**config.mk**
```make
export PLATFORM = sky130hd
export DESIGN_NAME = line_follower_motor_sequencer
export DESIGN_NICKNAME = d
export VERILOG_FILES = /design/src/lfms_pkg.sv /design/src/lfms_cfg_regs.sv /design/src/lfms_step.sv /design/src/line_follower_motor_sequencer.sv
export SDC_FILE = /design/constraint.sdc
export NUM_CORES = 1
export LEC_CHECK = 0
export BUFFER_PORTS_ARGS = -buffer_cell sky130_fd_sc_hd__buf_2
export CORE_MARGIN = 8
export CORE_UTILIZATION = 40
export CTS_CLUSTER_DIAMETER = 150
export DETAILED_ROUTE_END_ITERATION = 10
export PLACE_DENSITY = 0.57
export SKIP_LAST_GASP = 1
export SLEW_MARGIN = 15
export SYNTH_ARGS = -nofsm -noshare
export SYNTH_HDL_FRONTEND = slang
export SYNTH_HIERARCHICAL = 1
export SYNTH_SLANG_ARGS = --single-unit
```
**constraint.sdc**
```tcl
create_clock -name clk -period 8.7 [get_ports clk]
set_input_delay 0 -clock clk [delete_from_list [all_inputs] [get_ports clk]]
set_output_delay 0 -clock clk [all_outputs]
set_load 0.05 [all_outputs]
```
**src/lfms_pkg.sv**
```systemverilog
// lfms_pkg: shared types, constants and helper functions of the line follower motor sequencer
// used by every module under src and by the checker; no dependencies
`timescale 1ns / 1ps

package lfms_pkg;

	localparam int TICK_W  = 16;
	localparam int BAL_W   = 16;
	localparam int DELTA_W = 5;
	localparam int CFG_W   = 16;
	localparam int IDX_W   = 2;
	localparam int DRIVE_W = 3;
	localparam int PAT_W   = 5;
	localparam int IN_W    = 8;
	localparam int OUT_W   = 8;

	localparam logic [TICK_W-1:0] LONG_TICKS_RST  = TICK_W'(250);
	localparam logic [TICK_W-1:0] PROBE_TICKS_RST = TICK_W'(10);
	localparam logic [TICK_W-1:0] TURN_TICKS_RST  = TICK_W'(100);

	localparam logic signed [BAL_W-1:0] BAL_MAX = {1'b0, {(BAL_W-1){1'b1}}};
	localparam logic signed [BAL_W-1:0] BAL_MIN = {1'b1, {(BAL_W-1){1'b0}}};

	// balance steps; the loop deltas are what a stalled decide loop does in one tick
	localparam logic signed [DELTA_W-1:0] D_NONE       = DELTA_W'(0);
	localparam logic signed [DELTA_W-1:0] D_INC1       = DELTA_W'(1);
	localparam logic signed [DELTA_W-1:0] D_DEC1       = -DELTA_W'(1);
	localparam logic signed [DELTA_W-1:0] D_DEC_LOOP   = -DELTA_W'(5);
	localparam logic signed [DELTA_W-1:0] D_INC_LOOP   = DELTA_W'(8);
	localparam logic signed [DELTA_W-1:0] D_INC_LOOP_S = DELTA_W'(7);

	typedef enum logic [IDX_W-1:0] {
		REG_LONG_TICKS  = 2'd0,
		REG_PROBE_TICKS = 2'd1,
		REG_TURN_TICKS  = 2'd2
	} reg_idx_t;

	typedef enum logic [2:0] {
		PH_DECIDE    = 3'd0,
		PH_PROBE     = 3'd1,
		PH_REVERSE   = 3'd2,
		PH_REC_LEFT  = 3'd3,
		PH_REC_RIGHT = 3'd4,
		PH_STOP      = 3'd5,
		PH_LEFT      = 3'd6,
		PH_RIGHT     = 3'd7
	} phase_t;

	typedef enum logic [DRIVE_W-1:0] {
		CMD_STOP  = 3'd0,
		CMD_FWD   = 3'd1,
		CMD_REV   = 3'd2,
		CMD_LEFT  = 3'd3,
		CMD_RIGHT = 3'd4
	} cmd_t;

	localparam logic [PAT_W-1:0] PAT_STOP  = 5'h00;
	localparam logic [PAT_W-1:0] PAT_FWD   = 5'h1C;
	localparam logic [PAT_W-1:0] PAT_REV   = 5'h16;
	localparam logic [PAT_W-1:0] PAT_LEFT  = 5'h1E;
	localparam logic [PAT_W-1:0] PAT_RIGHT = 5'h14;

	typedef struct packed {
		logic [TICK_W-1:0] long_ticks;
		logic [TICK_W-1:0] probe_ticks;
		logic [TICK_W-1:0] turn_ticks;
	} cfg_t;

	typedef struct packed {
		phase_t                   phase;
		logic [TICK_W-1:0]        ticks;
		logic signed [BAL_W-1:0]  bal;
		logic                     resume;
	} state_t;

	function automatic logic signed [BAL_W-1:0] sat_add(
		input logic signed [BAL_W-1:0]   b,
		input logic signed [DELTA_W-1:0] d
	);
		logic signed [BAL_W:0] s;
		s = (BAL_W+1)'(b) + (BAL_W+1)'(d);
		if (s[BAL_W] != s[BAL_W-1]) begin
			return s[BAL_W] ? BAL_MIN : BAL_MAX;
		end
		return s[BAL_W-1:0];
	endfunction

	function automatic cmd_t phase_cmd(input phase_t ph);
		cmd_t c;
		case (ph)
			PH_PROBE:     c = CMD_FWD;
			PH_REVERSE:   c = CMD_REV;
			PH_REC_LEFT:  c = CMD_LEFT;
			PH_REC_RIGHT: c = CMD_RIGHT;
			PH_LEFT:      c = CMD_LEFT;
			PH_RIGHT:     c = CMD_RIGHT;
			default:      c = CMD_STOP;
		endcase
		return c;
	endfunction

	function automatic logic [PAT_W-1:0] pattern_of(input cmd_t c);
		logic [PAT_W-1:0] p;
		case (c)
			CMD_FWD:   p = PAT_FWD;
			CMD_REV:   p = PAT_REV;
			CMD_LEFT:  p = PAT_LEFT;
			CMD_RIGHT: p = PAT_RIGHT;
			default:   p = PAT_STOP;
		endcase
		return p;
	endfunction

endpackage

```
**src/lfms_cfg_regs.sv**
```systemverilog
// lfms_cfg_regs: the three tick count registers behind the plain write port
// depends on lfms_pkg
`timescale 1ns / 1ps

module lfms_cfg_regs (
	input  logic                       clk,
	input  logic                       arst_n,
	input  logic                       cfg_we,
	input  logic [lfms_pkg::IDX_W-1:0] cfg_index,
	input  logic [lfms_pkg::CFG_W-1:0] cfg_data,
	output lfms_pkg::cfg_t             cfg
);

	lfms_pkg::cfg_t cfg_q;

	always_ff @(posedge clk or negedge arst_n) begin
		if (!arst_n) begin
			cfg_q.long_ticks  <= lfms_pkg::LONG_TICKS_RST;
			cfg_q.probe_ticks <= lfms_pkg::PROBE_TICKS_RST;
			cfg_q.turn_ticks  <= lfms_pkg::TURN_TICKS_RST;
		end else if (cfg_we) begin
			case (cfg_index)
				lfms_pkg::REG_LONG_TICKS:  cfg_q.long_ticks  <= cfg_data;
				lfms_pkg::REG_PROBE_TICKS: cfg_q.probe_ticks <= cfg_data;
				lfms_pkg::REG_TURN_TICKS:  cfg_q.turn_ticks  <= cfg_data;
				default: ;
			endcase
		end
	end

	assign cfg = cfg_q;

endmodule

```
**src/lfms_step.sv**
```systemverilog
// lfms_step: one tick of the phase sequencer, next state and motor command
// depends on lfms_pkg; purely combinational, registered by the top level
`timescale 1ns / 1ps

module lfms_step (
	input  logic                         sensor_left,
	input  logic                         sensor_right,
	input  lfms_pkg::cfg_t               cfg,
	input  lfms_pkg::state_t             cur,
	output lfms_pkg::state_t             nxt,
	output logic [lfms_pkg::DRIVE_W-1:0] drive,
	output logic [lfms_pkg::PAT_W-1:0]   motor_pattern
);

	lfms_pkg::cmd_t                    cmd;
	logic                              lost;
	logic                              both;
	logic                              go_dec;
	logic                              lturn;
	logic                              rec;
	logic [1:0]                        k;
	logic signed [lfms_pkg::BAL_W-1:0] b1;

	assign lost = !sensor_left && !sensor_right;
	assign both = sensor_left && sensor_right;

	// next state; k counts passes spent before reaching the decide phase
	always_comb begin
		nxt    = cur;
		cmd    = lfms_pkg::CMD_STOP;
		go_dec = 1'b0;
		lturn  = 1'b0;
		rec    = 1'b0;
		k      = 2'd0;
		b1     = cur.bal;

		if (cur.phase != lfms_pkg::PH_DECIDE && cur.ticks != '0) begin
			nxt.ticks = cur.ticks - lfms_pkg::TICK_W'(1);
			cmd       = lfms_pkg::phase_cmd(cur.phase);
		end else begin
			case (cur.phase)
				lfms_pkg::PH_DECIDE: begin
					go_dec = 1'b1;
				end
				lfms_pkg::PH_PROBE: begin
					if (lost) begin
						if (cfg.long_ticks != '0) begin
							nxt.phase = lfms_pkg::PH_REVERSE;
							nxt.ticks = cfg.long_ticks - lfms_pkg::TICK_W'(1);
							cmd       = lfms_pkg::CMD_REV;
						end else begin
							rec = 1'b1;
						end
					end else if (cur.resume) begin
						lturn = 1'b1;
					end else begin
						go_dec = 1'b1;
						k      = 2'd1;
					end
				end
				lfms_pkg::PH_REVERSE: begin
					rec = 1'b1;
				end
				lfms_pkg::PH_REC_LEFT, lfms_pkg::PH_REC_RIGHT: begin
					nxt.phase = lfms_pkg::PH_STOP;
					nxt.ticks = '0;
				end
				lfms_pkg::PH_STOP: begin
					if (cur.resume) begin
						lturn = 1'b1;
					end else begin
						go_dec = 1'b1;
						k      = 2'd1;
					end
				end
				default: begin
					go_dec = 1'b1;
					k      = 2'd1;
				end
			endcase
		end

		if (lturn) begin
			b1         = lfms_pkg::sat_add(cur.bal, lfms_pkg::D_DEC1);
			nxt.bal    = b1;
			nxt.resume = 1'b0;
			if (cfg.turn_ticks != '0) begin
				nxt.phase = lfms_pkg::PH_LEFT;
				nxt.ticks = cfg.turn_ticks - lfms_pkg::TICK_W'(1);
				cmd       = lfms_pkg::CMD_LEFT;
			end else begin
				go_dec = 1'b1;
				k      = 2'd2;
			end
		end

		if (go_dec) begin
			nxt.phase = lfms_pkg::PH_DECIDE;
			nxt.ticks = '0;
			if (both) begin
				cmd = lfms_pkg::CMD_FWD;
			end else if (lost) begin
				nxt.resume = 1'b0;
				if (cfg.long_ticks != '0) begin
					nxt.phase = lfms_pkg::PH_PROBE;
					nxt.ticks = cfg.long_ticks - lfms_pkg::TICK_W'(1);
					cmd       = lfms_pkg::CMD_FWD;
				end else begin
					rec = 1'b1;
				end
			end else if (sensor_left) begin
				nxt.resume = 1'b1;
				if (cfg.probe_ticks != '0) begin
					nxt.phase = lfms_pkg::PH_PROBE;
					nxt.ticks = cfg.probe_ticks - lfms_pkg::TICK_W'(1);
					cmd       = lfms_pkg::CMD_FWD;
				end else if (cfg.turn_ticks != '0) begin
					nxt.bal    = lfms_pkg::sat_add(b1, lfms_pkg::D_DEC1);
					nxt.resume = 1'b0;
					nxt.phase  = lfms_pkg::PH_LEFT;
					nxt.ticks  = cfg.turn_ticks - lfms_pkg::TICK_W'(1);
					cmd        = lfms_pkg::CMD_LEFT;
				end else begin
					// probe and turn both empty: the decide loop spins out the tick
					nxt.bal = lfms_pkg::sat_add(b1, lfms_pkg::D_DEC_LOOP);
					case (k)
						2'd0: begin
							nxt.phase  = lfms_pkg::PH_PROBE;
							nxt.resume = 1'b1;
						end
						2'd1: begin
							nxt.phase  = lfms_pkg::PH_DECIDE;
							nxt.resume = 1'b0;
						end
						default: begin
							nxt.phase  = lfms_pkg::PH_LEFT;
							nxt.resume = 1'b0;
						end
					endcase
				end
			end else begin
				if (cfg.turn_ticks != '0) begin
					nxt.bal   = lfms_pkg::sat_add(b1, lfms_pkg::D_INC1);
					nxt.phase = lfms_pkg::PH_RIGHT;
					nxt.ticks = cfg.turn_ticks - lfms_pkg::TICK_W'(1);
					cmd       = lfms_pkg::CMD_RIGHT;
				end else begin
					// empty right turn: the decide loop spins out the tick
					case (k)
						2'd0: begin
							nxt.bal   = lfms_pkg::sat_add(b1, lfms_pkg::D_INC_LOOP);
							nxt.phase = lfms_pkg::PH_DECIDE;
						end
						2'd1: begin
							nxt.bal   = lfms_pkg::sat_add(b1, lfms_pkg::D_INC_LOOP);
							nxt.phase = lfms_pkg::PH_RIGHT;
						end
						default: begin
							nxt.bal   = lfms_pkg::sat_add(b1, lfms_pkg::D_INC_LOOP_S);
							nxt.phase = lfms_pkg::PH_DECIDE;
						end
					endcase
				end
			end
		end

		// recovery turn toward the sign of a nonzero balance when turn ticks are set, then one stop tick
		if (rec) begin
			nxt.phase = lfms_pkg::PH_STOP;
			nxt.ticks = '0;
			cmd       = lfms_pkg::CMD_STOP;
			if (b1 != '0 && cfg.turn_ticks != '0) begin
				nxt.phase = b1[lfms_pkg::BAL_W-1] ? lfms_pkg::PH_REC_LEFT
				                                  : lfms_pkg::PH_REC_RIGHT;
				nxt.ticks = cfg.turn_ticks - lfms_pkg::TICK_W'(1);
				cmd       = b1[lfms_pkg::BAL_W-1] ? lfms_pkg::CMD_LEFT
				                                  : lfms_pkg::CMD_RIGHT;
			end
		end
	end

	// command outputs
	always_comb begin
		drive         = lfms_pkg::DRIVE_W'(cmd);
		motor_pattern = lfms_pkg::pattern_of(cmd);
	end

endmodule

```
**src/line_follower_motor_sequencer.sv**
```systemverilog
// line_follower_motor_sequencer: top level, input register, phase state and result register
// depends on lfms_pkg, lfms_cfg_regs and lfms_step
// an accepted transaction is held in the input register, then its command in the result register
// throughput: one transaction per cycle, limited only by m_tready
// the phase state is updated as each item moves from the input register to the result register
// reset: tick counts return to 250, 10 and 100, phase to decide, balance and counters to zero
`timescale 1ns / 1ps

module line_follower_motor_sequencer (
	input  logic                       clk,
	input  logic                       arst_n,
	input  logic                       cfg_we,
	input  logic [lfms_pkg::IDX_W-1:0] cfg_index,
	input  logic [lfms_pkg::CFG_W-1:0] cfg_data,
	input  logic                       s_tvalid,
	output logic                       s_tready,
	input  logic [lfms_pkg::IN_W-1:0]  s_tdata,   // sensor_left, sensor_right, zero fill
	output logic                       m_tvalid,
	input  logic                       m_tready,
	output logic [lfms_pkg::OUT_W-1:0] m_tdata    // drive[2:0], motor_pattern[7:3]
);

	lfms_pkg::cfg_t                 cfg;
	lfms_pkg::state_t               st_q;
	lfms_pkg::state_t               st_nxt;
	logic                           vld_s1;
	logic                           sl_s1;
	logic                           sr_s1;
	logic                           vld_s2;
	logic [lfms_pkg::OUT_W-1:0]     data_s2;
	logic [lfms_pkg::DRIVE_W-1:0]   drive;
	logic [lfms_pkg::PAT_W-1:0]     motor_pattern;
	logic                           adv;

	lfms_cfg_regs u_cfg (
		.clk       (clk),
		.arst_n    (arst_n),
		.cfg_we    (cfg_we),
		.cfg_index (cfg_index),
		.cfg_data  (cfg_data),
		.cfg       (cfg)
	);

	lfms_step u_step (
		.sensor_left   (sl_s1),
		.sensor_right  (sr_s1),
		.cfg           (cfg),
		.cur           (st_q),
		.nxt           (st_nxt),
		.drive         (drive),
		.motor_pattern (motor_pattern)
	);

	assign adv      = vld_s1 && (!vld_s2 || m_tready);
	assign s_tready = !vld_s1 || adv;
	assign m_tvalid = vld_s2;
	assign m_tdata  = data_s2;

	always_ff @(posedge clk or negedge arst_n) begin
		if (!arst_n) begin
			vld_s1 <= 1'b0;
		end else if (s_tready) begin
			vld_s1 <= s_tvalid;
		end
	end

	always_ff @(posedge clk) begin
		if (s_tvalid && s_tready) begin
			sl_s1 <= s_tdata[0];
			sr_s1 <= s_tdata[1];
		end
	end

	always_ff @(posedge clk or negedge arst_n) begin
		if (!arst_n) begin
			vld_s2 <= 1'b0;
		end else if (!vld_s2 || m_tready) begin
			vld_s2 <= vld_s1;
		end
	end

	always_ff @(posedge clk) begin
		if (adv) begin
			data_s2 <= {motor_pattern, drive};
		end
	end

	always_ff @(posedge clk or negedge arst_n) begin
		if (!arst_n) begin
			st_q.phase  <= lfms_pkg::PH_DECIDE;
			st_q.ticks  <= '0;
			st_q.bal    <= '0;
			st_q.resume <= 1'b0;
		end else if (adv) begin
			st_q <= st_nxt;
		end
	end

endmodule

```
==> impl_metrics.toml, run 1 <==
[synth]
synth-warning-count = 6
syn_avg_cell_area_um2 = 8.13
seq_area_frac_synth = 0.248
synth_compound_area_frac = 0.233
syn_area_mm2 = 0.00994
ys.flop_type = "dfrtp_1"
yosysUniqueCellTypes = 95
yosys.area_share.xor_xnor = 0.0811
muxShareOfSynthArea = 0.112
synthArstFlopShare = 0.896
yosys.area_share.simple = 0.245
syn_nets = 1277
synth_top_family_by_area = "simple AND/OR/NAND/NOR gates"
synthAdderAreaFrac = 0.0290
synth-edff-count = 10
syn_inst = 1223
synth-seq-cells = 96

[clock_network]
cts_max_level = 3
clock-sinks = 96
cts_tree = "yes"
root_buffer = "clkbuf_16"
clk_latency_ps = 360
cts_buffers = 9
clk_pin_slew_worst_paths_ps = 80
cts_resized = 0
clockBufferDepth = 2

[global_routing]
grt_overflow = 0
gr-usage-all-layers = 0.229
antenna_found_initial = 0
grt_pass1_vias = 9743
grt_max_degree = 74
grt_pass1_wl_um = 55700

[floorplanning]
die_area_mm2 = 0.0301
dieWidth_um = 174
die_y_um = 174
io_pins = 41
core_mm2 = 0.0244
rows = 57
initial_core_util = 0.407

[pwr]
power_density_mw_per_mm2 = 292
max-vdd-ir-drop_v = 0.000173
p_leak_nw = 4.16

[routing]
wire_per_inst_um = 21.9
vias_per_cell = 6.27
ant_nets = 0
vias = 9952
wirelength_um = 34800
drt-initial-drc-count = 894
drt-pass1-iter-count = 6
remaining_drc_errors = 0

[flow_run]
max_cap_viol_count = 0

[placed_design]
place_congestion = 0.938
dp_hpwl_um = 25600
portBuffers = 34
dp.cells = 1550

[setup_path]
r2r-start = "st_q[1]$_DFFE_PN0P_"
required_ps = 9000
worst_setup_path_start_kind = "flop"
crit_fanout = 25
crit_cells = 26
r2r_cells = 26
r2r_end = "st_q[15]$_DFFE_PN0P_"
crit_family = "simple AND/OR/NAND/NOR gates"
slowest_delay_ps = 650
path_class = "reg -> reg"
crit_top_cell = "ha_1"
crit_start = "st_q[1]$_DFFE_PN0P_"
cp-end-kind = "flop"
endpoint = "st_q[15]$_DFFE_PN0P_"
cp_slowest_cell = "nor4b_2"
rrSetupSlack_ps = 930
critPathArrivalTime_ps = 8070
path_buf_inv = 4

[layout]
drive_gt1_frac = 0.183
final_common_cell = "nor2_1"
nFillCells = 2442
layout.nets = 1313
syn_to_final_growth_pct = 10.5
final_cells = 1588
antenna_cells = 0
most-common-layout-cells = "114 x nor2_1, 105 x nand2_1, 89 x a21oi_1"

[timing]
finalCriticalPeriod_ps = 7770
tns_ps = 0
tightestPinTransition_ps = 1050
relSlewSlack = 0.293
max_freq_mhz = 129
rsz0062_at_grt = "false"
hold_viol_final = 0
finalMaxSlewViolations = 0
finalCritPeriodShare = 0.893
finalSetupViolations = 0
finClkSkew_ps = 8.58

[worst_hold_path]
hold_class = "in -> async"

[status]
outcome = "finished, final reports clean"
==> routing by layer <==
layer / share of wire / global-route usage
met1: 0.42 / 0.286
met2: 0.48 / 0.376
met3: 0.054 / 0.0318
met4: 0.047 / 0.121
met5: 0 / 0
==> cells in the mapped netlist, types with 9 or more instances <==
| library cell | instances | area [µm²] |
|---|---|---|
| or3_1 | 18 | 113 |
| nand2b_1 | 16 | 100 |
| mux2_4 | 29 | 435 |
| nand2_1 | 105 | 394 |
| or2_2 | 10 | 62.6 |
| o21a_1 | 10 | 75.1 |
| a211o_1 | 10 | 87.6 |
| dfrtp_1 | 75 | 1880 |
| o31ai_1 | 15 | 113 |
| inv_1 | 33 | 124 |
| xor2_1 | 28 | 245 |
| mux2_2 | 55 | 619 |
| nor2_1 | 115 | 432 |
| o22ai_1 | 14 | 87.6 |
| nand3_1 | 26 | 130 |
| a31oi_1 | 15 | 93.8 |
| a211oi_1 | 14 | 105 |
| a21o_1 | 9 | 67.6 |
| xnor2_1 | 64 | 561 |
| nand4_1 | 19 | 119 |
| o211ai_1 | 17 | 128 |
| o21ai_0 | 77 | 385 |
| nor4_1 | 39 | 244 |
| clkbuf_1 | 49 | 184 |
| ha_1 | 23 | 288 |
| nor3_1 | 53 | 265 |
| a22oi_1 | 11 | 82.6 |
| edfxtp_1 | 10 | 300 |
| a21oi_1 | 89 | 445 |
| dfstp_2 | 11 | 289 |
==> worst register-to-register path, stage by stage, from the launching register on <==
cell	delay (ps)
dfrtp_1	440
inv_1	120
ha_1	330
nor4b_2	650
nand4_1	230
nand2b_1	180
ha_1	650
clkinv_1	540
nor2_1	260
a21oi_1	100
o21a_1	220
inv_4	120
ha_1	290
inv_1	130
nor2_1	220
nand3_1	170
nor3_1	560
nand2_1	140
xnor2_1	250
ha_1	300
nand3b_1	170
or4_1	420
nand2_1	310
nor2_1	160
a22o_1	240
nor4_1	300
mux2_4	210
==> cells by family (layout without fill, tap and decap cells) <==
family                   after synthesis  after routing
AO/OA/AOI/OAI                        351            351
XOR/XNOR                              92             92
adder cells (fa/ha/maj)               23             23
buffers and inverters                107            148
flip-flops                            96             96
multiplexers                          90             90
other                                  1              1
AND/OR/NAND/NOR                      463            463
==> power by group <==
group          internal (mW)  switching, mW  total [mW]
logic                  0.797           1.20        2.00
registers              0.594          0.193       0.788
clock network          0.210          0.207       0.417
==> through the flow <==
step	hold slack, ps	utilization	instance area [µm²]	power (mW)	worst slack, ps
floorplan	-296	-	9940	2.20	2130
global placement	-125	0.429	10500	2.73	1200
detailed placement	-127	0.429	10500	2.74	1120
CTS	26.7	0.450	11000	3.18	1070
global route	35.2	0.450	11000	3.43	377
finish	32.2	0.450	11000	3.20	928
==> worst min-delay path by stage <==
stage	startpoint	end	slack, ps
2_1_floorplan	arst_n	m_tvalid$_DFFE_PN0P_	-300
3_3_place_gp	arst_n	st_q[14]$_DFFE_PN0P_	-130
3_5_place_dp	arst_n	st_q[14]$_DFFE_PN0P_	-130
4_1_cts	arst_n	vld_s1$_DFFE_PN0P_	30
5_1_grt	arst_n	vld_s1$_DFFE_PN0P_	40
6_report	arst_n	m_tvalid$_DFFE_PN0P_	30
==> registers in the layout, indices dropped and copies added (netlist names) <==
register / flops
sl_s1: 1
u_cfg/cfg: 48
vld_s1: 1
st_q: 36
m_tvalid: 1
m_tdata: 8
sr_s1: 1
==> layout make-up <==
cell class	count	area (µm²)	share of cell area
Sequential cell	96	2470	0.225
Multi-Input combinational cell	1020	6980	0.636
Tap cell	324	405	0.0369
Clock buffer	10	239	0.0218
Timing Repair Buffer	96	693	0.0631
Inverter	36	138	0.0125
Clock inverter	6	57.6	0.00524
==> timing repair <==
| action | CTS | global route |
|---|---|---|
| setup buffers | 0 | 0 |
| hold buffers | 22 | 0 |
| hold endpoints to repair | 67 | 0 |
Power figures use the tool's default switching activity.
==> run 2, diff against run 1 <==
--- a/config.mk
+++ b/config.mk
@@ -7,10 +7,10 @@
 export LEC_CHECK = 0
 export BUFFER_PORTS_ARGS = -buffer_cell sky130_fd_sc_hd__buf_2
 export CORE_MARGIN = 8
-export CORE_UTILIZATION = 40
+export CORE_UTILIZATION = 43
 export CTS_CLUSTER_DIAMETER = 150
 export DETAILED_ROUTE_END_ITERATION = 10
-export PLACE_DENSITY = 0.57
+export PLACE_DENSITY_LB_ADDON = 0.1
 export SKIP_LAST_GASP = 1
 export SLEW_MARGIN = 15
 export SYNTH_ARGS = -nofsm -noshare
==> impl_metrics.toml, run 2 (same netlist as run 1, synthesis figures left out) <==
[layout]
syn_to_final_growth_pct = 9.81
design_area_mm2 = 0.0109
antenna_cells = 0
regArea_mm2 = 0.00247
nFillCells = 2259
final_common_cell = "nor2_1"
final_cells = 1547
largest_reg_flops = 48
most-common-layout-cells = "114 x nor2_1, 105 x nand2_1, 89 x a21oi_1"
layout.nets = 1311
drive_gt1_frac = 0.181
multi_input_area_mm2 = 0.00698

[clock_network]
cts_max_level = 3
clockBufferDepth = 2
clk_pin_slew_worst_paths_ps = 80
postCtsSetupRepairBufs = 0
root_buffer = "clkbuf_16"
cts_buffers = 9
clk_latency_ps = 370
clock-sinks = 96
cts_resized = 0
cts_tree = "yes"

[timing]
finalCritPeriodShare = 0.889
finalCriticalPeriod_ps = 7730
tns_ps = 0
finalSetupViolations = 0
tightestPinTransition_ps = 1050
finalMaxSlewViolations = 0
max_freq_mhz = 129
relSlewSlack = 0.296
holdWs_ps = 153
rsz0062_at_grt = "false"
hold_viol_final = 0
finClkSkew_ps = 13.8

[routing]
drt-pass1-iter-count = 6
remaining_drc_errors = 0
wirelength_um = 35500
vias = 9968
ant_nets = 0
vias_per_cell = 6.44
drt-initial-drc-count = 941
wire_per_inst_um = 23.0

[flow_run]
max_cap_viol_count = 0

[setup_path]
endpoint = "st_q[8]$_DFFE_PN0P_"
crit_fanout = 24
rrSetupSlack_ps = 970
r2r_end = "st_q[8]$_DFFE_PN0P_"
r2r-start = "st_q[1]$_DFFE_PN0P_"
crit_cells = 28
slowest_delay_ps = 620
crit_family = "simple AND/OR/NAND/NOR gates"
worst_setup_path_start_kind = "flop"
cp-end-kind = "flop"
r2r_cells = 28
path_buf_inv = 6
required_ps = 9000
critPathArrivalTime_ps = 8030
cp_slowest_cell = "nor4b_2"
crit_top_cell = "ha_1"
crit_start = "st_q[1]$_DFFE_PN0P_"
path_class = "reg -> reg"

[floorplanning]
dieWidth_um = 168
die_area_mm2 = 0.0282
initial_core_util = 0.439
die_y_um = 168
io_pins = 41
core_mm2 = 0.0226
rows = 55

[pwr]
power_density_mw_per_mm2 = 294
max-vdd-ir-drop_v = 0.000127
p_leak_nw = 4.15

[placed_design]
dp_hpwl_um = 26300
dpl_cell_area_mm2 = 0.0104
place_congestion = 0.977
dp.cells = 1509
portBuffers = 34

[global_routing]
gr-usage-all-layers = 0.248
grt_overflow = 0
grt_max_degree = 47
antenna_found_initial = 0
grt_pass1_vias = 9598
grt_pass1_wl_um = 55400

[status]
outcome = "finished, final reports clean"

[worst_hold_path]
hold_class = "in -> reg"
## run 2: stage by stage
stage | power, mW | util | worst slack (ps)
after global routing | 3.42 | 0.482 | 394
after floorplan | 2.20 | - | 2130
after global placement | 2.74 | 0.459 | 1290
final | 3.21 | 0.482 | 967
after CTS | 3.18 | 0.482 | 1110
after detailed placement | 2.75 | 0.459 | 1140
## run 2: layout make-up
| type | instances | area share |
|---|---|---|
| Inverter | 36 | 0.0126 |
| Clock buffer | 10 | 0.0219 |
| Timing Repair Buffer | 94 | 0.0621 |
| Clock inverter | 6 | 0.00527 |
| Multi-Input combinational cell | 1020 | 0.639 |
| Sequential cell | 96 | 0.226 |
| Tap cell | 285 | 0.0327 |
## run 2: how the worst min path moves through the flow
| stage | end | cells after the start | start |
|---|---|---|---|
| after CTS | u_cfg/cfg[47]$_DFFE_PN0P_ | 3 | cfg_index[1] |
| final | u_cfg/cfg[45]$_DFFE_PN0P_ | 3 | cfg_index[0] |
| after floorplan | m_tvalid$_DFFE_PN0P_ | 0 | arst_n |
| after detailed placement | st_q[14]$_DFFE_PN0P_ | 1 | arst_n |
| after global placement | st_q[14]$_DFFE_PN0P_ | 1 | arst_n |
| after global routing | u_cfg/cfg[47]$_DFFE_PN0P_ | 3 | cfg_index[1] |
## run 2: timing repair
action,4_1_cts,5_1_grt
hold buffers,22,0
setup endpoints to repair,0,0
endpoints found under the hold margin,93,0
## run 2: per-layer routing
layer	vias up	GRT usage	wire length, µm
met4	0	0.144	1930
li1	4635	-	-
met1	4834	0.296	14500
met5	-	0	0
met3	106	0.0297	1900
met2	393	0.426	17200
## run 2: power by group
part           internal, mW  leakage (nW)  switching [mW]
Clock                 0.210         0.147           0.207
Sequential            0.595          1.12           0.195
Combinational         0.788          2.89            1.21
## run 2: tightest hold or removal path, stage by stage
cell	delay (ps)
buf_2	120
nor3b_4	120
mux2_2	250
==> run 3, diff against run 2 <==
--- a/config.mk
+++ b/config.mk
@@ -11,7 +11,7 @@
 export CTS_CLUSTER_DIAMETER = 150
 export DETAILED_ROUTE_END_ITERATION = 10
 export PLACE_DENSITY_LB_ADDON = 0.1
-export SKIP_LAST_GASP = 1
+export RECOVER_POWER = 100
 export SLEW_MARGIN = 15
 export SYNTH_ARGS = -nofsm -noshare
 export SYNTH_HDL_FRONTEND = slang
==> impl_metrics.toml, run 3 (same netlist as run 1, synthesis figures left out) <==
[global_routing]
grt_max_degree = 47
gr-usage-all-layers = 0.248
grt_pass1_wl_um = 55400
grt_overflow = 0
grt_pass1_vias = 9598
antenna_found_initial = 0

[timing]
finalCriticalPeriod_ps = 7870
finClkSkew_ps = 12.7
holdWs_ps = 346
tns_ps = 0
hold_viol_final = 0
relSlewSlack = -0.742
finalMaxSlewViolations = 144
max_freq_mhz = 127
rsz0062_at_grt = "false"
finalCritPeriodShare = 0.905
finalSetupViolations = 0
tightestPinTransition_ps = 2610

[floorplanning]
io_pins = 41
die_y_um = 168
core_mm2 = 0.0226
die_area_mm2 = 0.0282
rows = 55
initial_core_util = 0.439
dieWidth_um = 168

[routing]
vias = 9979
ant_nets = 0
drt-pass1-iter-count = 5
remaining_drc_errors = 0
wirelength_um = 35500
vias_per_cell = 6.45
drt-initial-drc-count = 967
wire_per_inst_um = 23.0

[flow_run]
max_cap_viol_count = 4

[layout]
largest_reg_flops = 48
final_common_cell = "nor2_1"
most-common-layout-cells = "114 x nor2_1, 106 x nand2_1, 89 x a21oi_1"
antenna_cells = 0
utilization = 0.475
syn_to_final_growth_pct = 8.15
layout.nets = 1311
drive_gt1_frac = 0.143

[pwr]
combPwrFrac = 0.617
power_density_mw_per_mm2 = 293
max-vdd-ir-drop_v = 0.000127
intPower_mw = 1.54
seq_power_share = 0.251
p_leak_nw = 3.99
p_sw_mw = 1.61
p_clk_frac = 0.132
swShare = 0.512

[clock_network]
clk_pin_slew_worst_paths_ps = 80
root_buffer = "clkbuf_16"
clockBufferDepth = 2
clock-sinks = 96
cts_max_level = 3
cts_buffers = 9
cts_tree = "yes"
postCtsSetupRepairBufs = 0
clk_latency_ps = 370

[setup_path]
cp-end-kind = "flop"
path_class = "reg -> reg"
required_ps = 9000
slowest_delay_ps = 610
crit_top_cell = "ha_1"
critPathArrivalTime_ps = 8170
cp_slowest_cell = "nor4b_2"
worst_setup_path_start_kind = "flop"
crit_fanout = 24

[status]
outcome = "complete, but fails checks"
violations = "max-capacitance violations, max-slew violations"

[placed_design]
portBuffers = 34
dp_hpwl_um = 26300
place_congestion = 0.977

[worst_hold_path]
hold_class = "in -> reg"
-- run 3: cell types whose count changed in the layout (fill, tap and decap cells not counted), moves of 2 or more --
cell / delta
dfstp_2: -2
mux2_4: -22
clkbuf_1: +16
dfstp_1: +2
mux2_1: +22
buf_2: -12
and2_1: -2
and2_0: +2
nand3b_2: -2
buf_4: -4
nand3b_1: +2
-- run 3: metrics by stage --
| step | worst slack (ps) | power [mW] | instances | cell area (µm²) |
|---|---|---|---|---|
| after floorplan | 2130 | 2.20 | 1223 | 9940 |
| after global placement | 1290 | 2.74 | 1509 | 10400 |
| after detailed placement | 1140 | 2.75 | 1509 | 10400 |
| after CTS | 1110 | 3.18 | 1547 | 10900 |
| after global routing | 287 | 3.35 | 1547 | 10700 |
| final | 827 | 3.15 | 1547 | 10700 |
-- run 3: cell type report --
class	instances	area, µm²
clock inverter	6	57.6
clock buffer	10	239
fill	2296	11900
timing repair buffer	94	648
sequential	96	2470
tap	285	357
multi-input combinational	1020	6840
inverter	36	138
-- run 3: repair_timing --
action                    CTS  global route
resized for setup           0             0
hold buffers               22             0
hold endpoints to repair   93             0
-- run 3: path summary, 6_finish.rpt --
kind | startpoint | to | slack [ps] | cells past startpoint
max in group asynchronous | arst_n | u_cfg/cfg[34]$_DFFE_PN0P_ | 4550 | 3
worst max-delay path | st_q[1]$_DFFE_PN0P_ | st_q[8]$_DFFE_PN0P_ | 830 | 28
worst max register to register | st_q[1]$_DFFE_PN0P_ | st_q[8]$_DFFE_PN0P_ | 830 | 28
worst min register to register | vld_s1$_DFFE_PN0P_ | m_tvalid$_DFFE_PN0P_ | 500 | 1
min in group asynchronous | arst_n | st_q[5]$_DFFE_PN0P_ | 940 | 2
worst min-delay path | s_tdata[0] | sl_s1$_DFFE_PP_ | 350 | 2
-- run 3: power groups by stage --
| stage | Sequential (mW) | Clock (mW) | Combinational (mW) |
|---|---|---|---|
| 2_1_floorplan | 0.769 | 0 | 1.43 |
| 6_report | 0.788 | 0.416 | 1.94 |
| 4_1_cts | 0.789 | 0.427 | 1.97 |
| 3_5_place_dp | 0.797 | 0 | 1.95 |
| 5_1_grt | 0.815 | 0.443 | 2.10 |
| 3_3_place_gp | 0.794 | 0 | 1.95 |
-- run 3: metal layers --
| metal | share of wire | vias to the layer above | GRT usage |
|---|---|---|---|
| li1 | - | 4633 | - |
| met1 | 0.41 | 4838 | 0.296 |
| met2 | 0.48 | 391 | 0.426 |
| met3 | 0.052 | 117 | 0.0297 |
| met4 | 0.059 | 0 | 0.144 |
| met5 | 0 | - | 0 |
-- run 3: critical path, delay by kind of cell (launching register included) --
kind,cells,cell delay (ps)
DFF,1,440
muxes,1,270
xor gates and xnor gates,1,180
AOI/OAI and AO/OA,3,390
adders and majority gates,4,1230
and+or+nand+nor,13,4110
buffers and inverters,6,1150
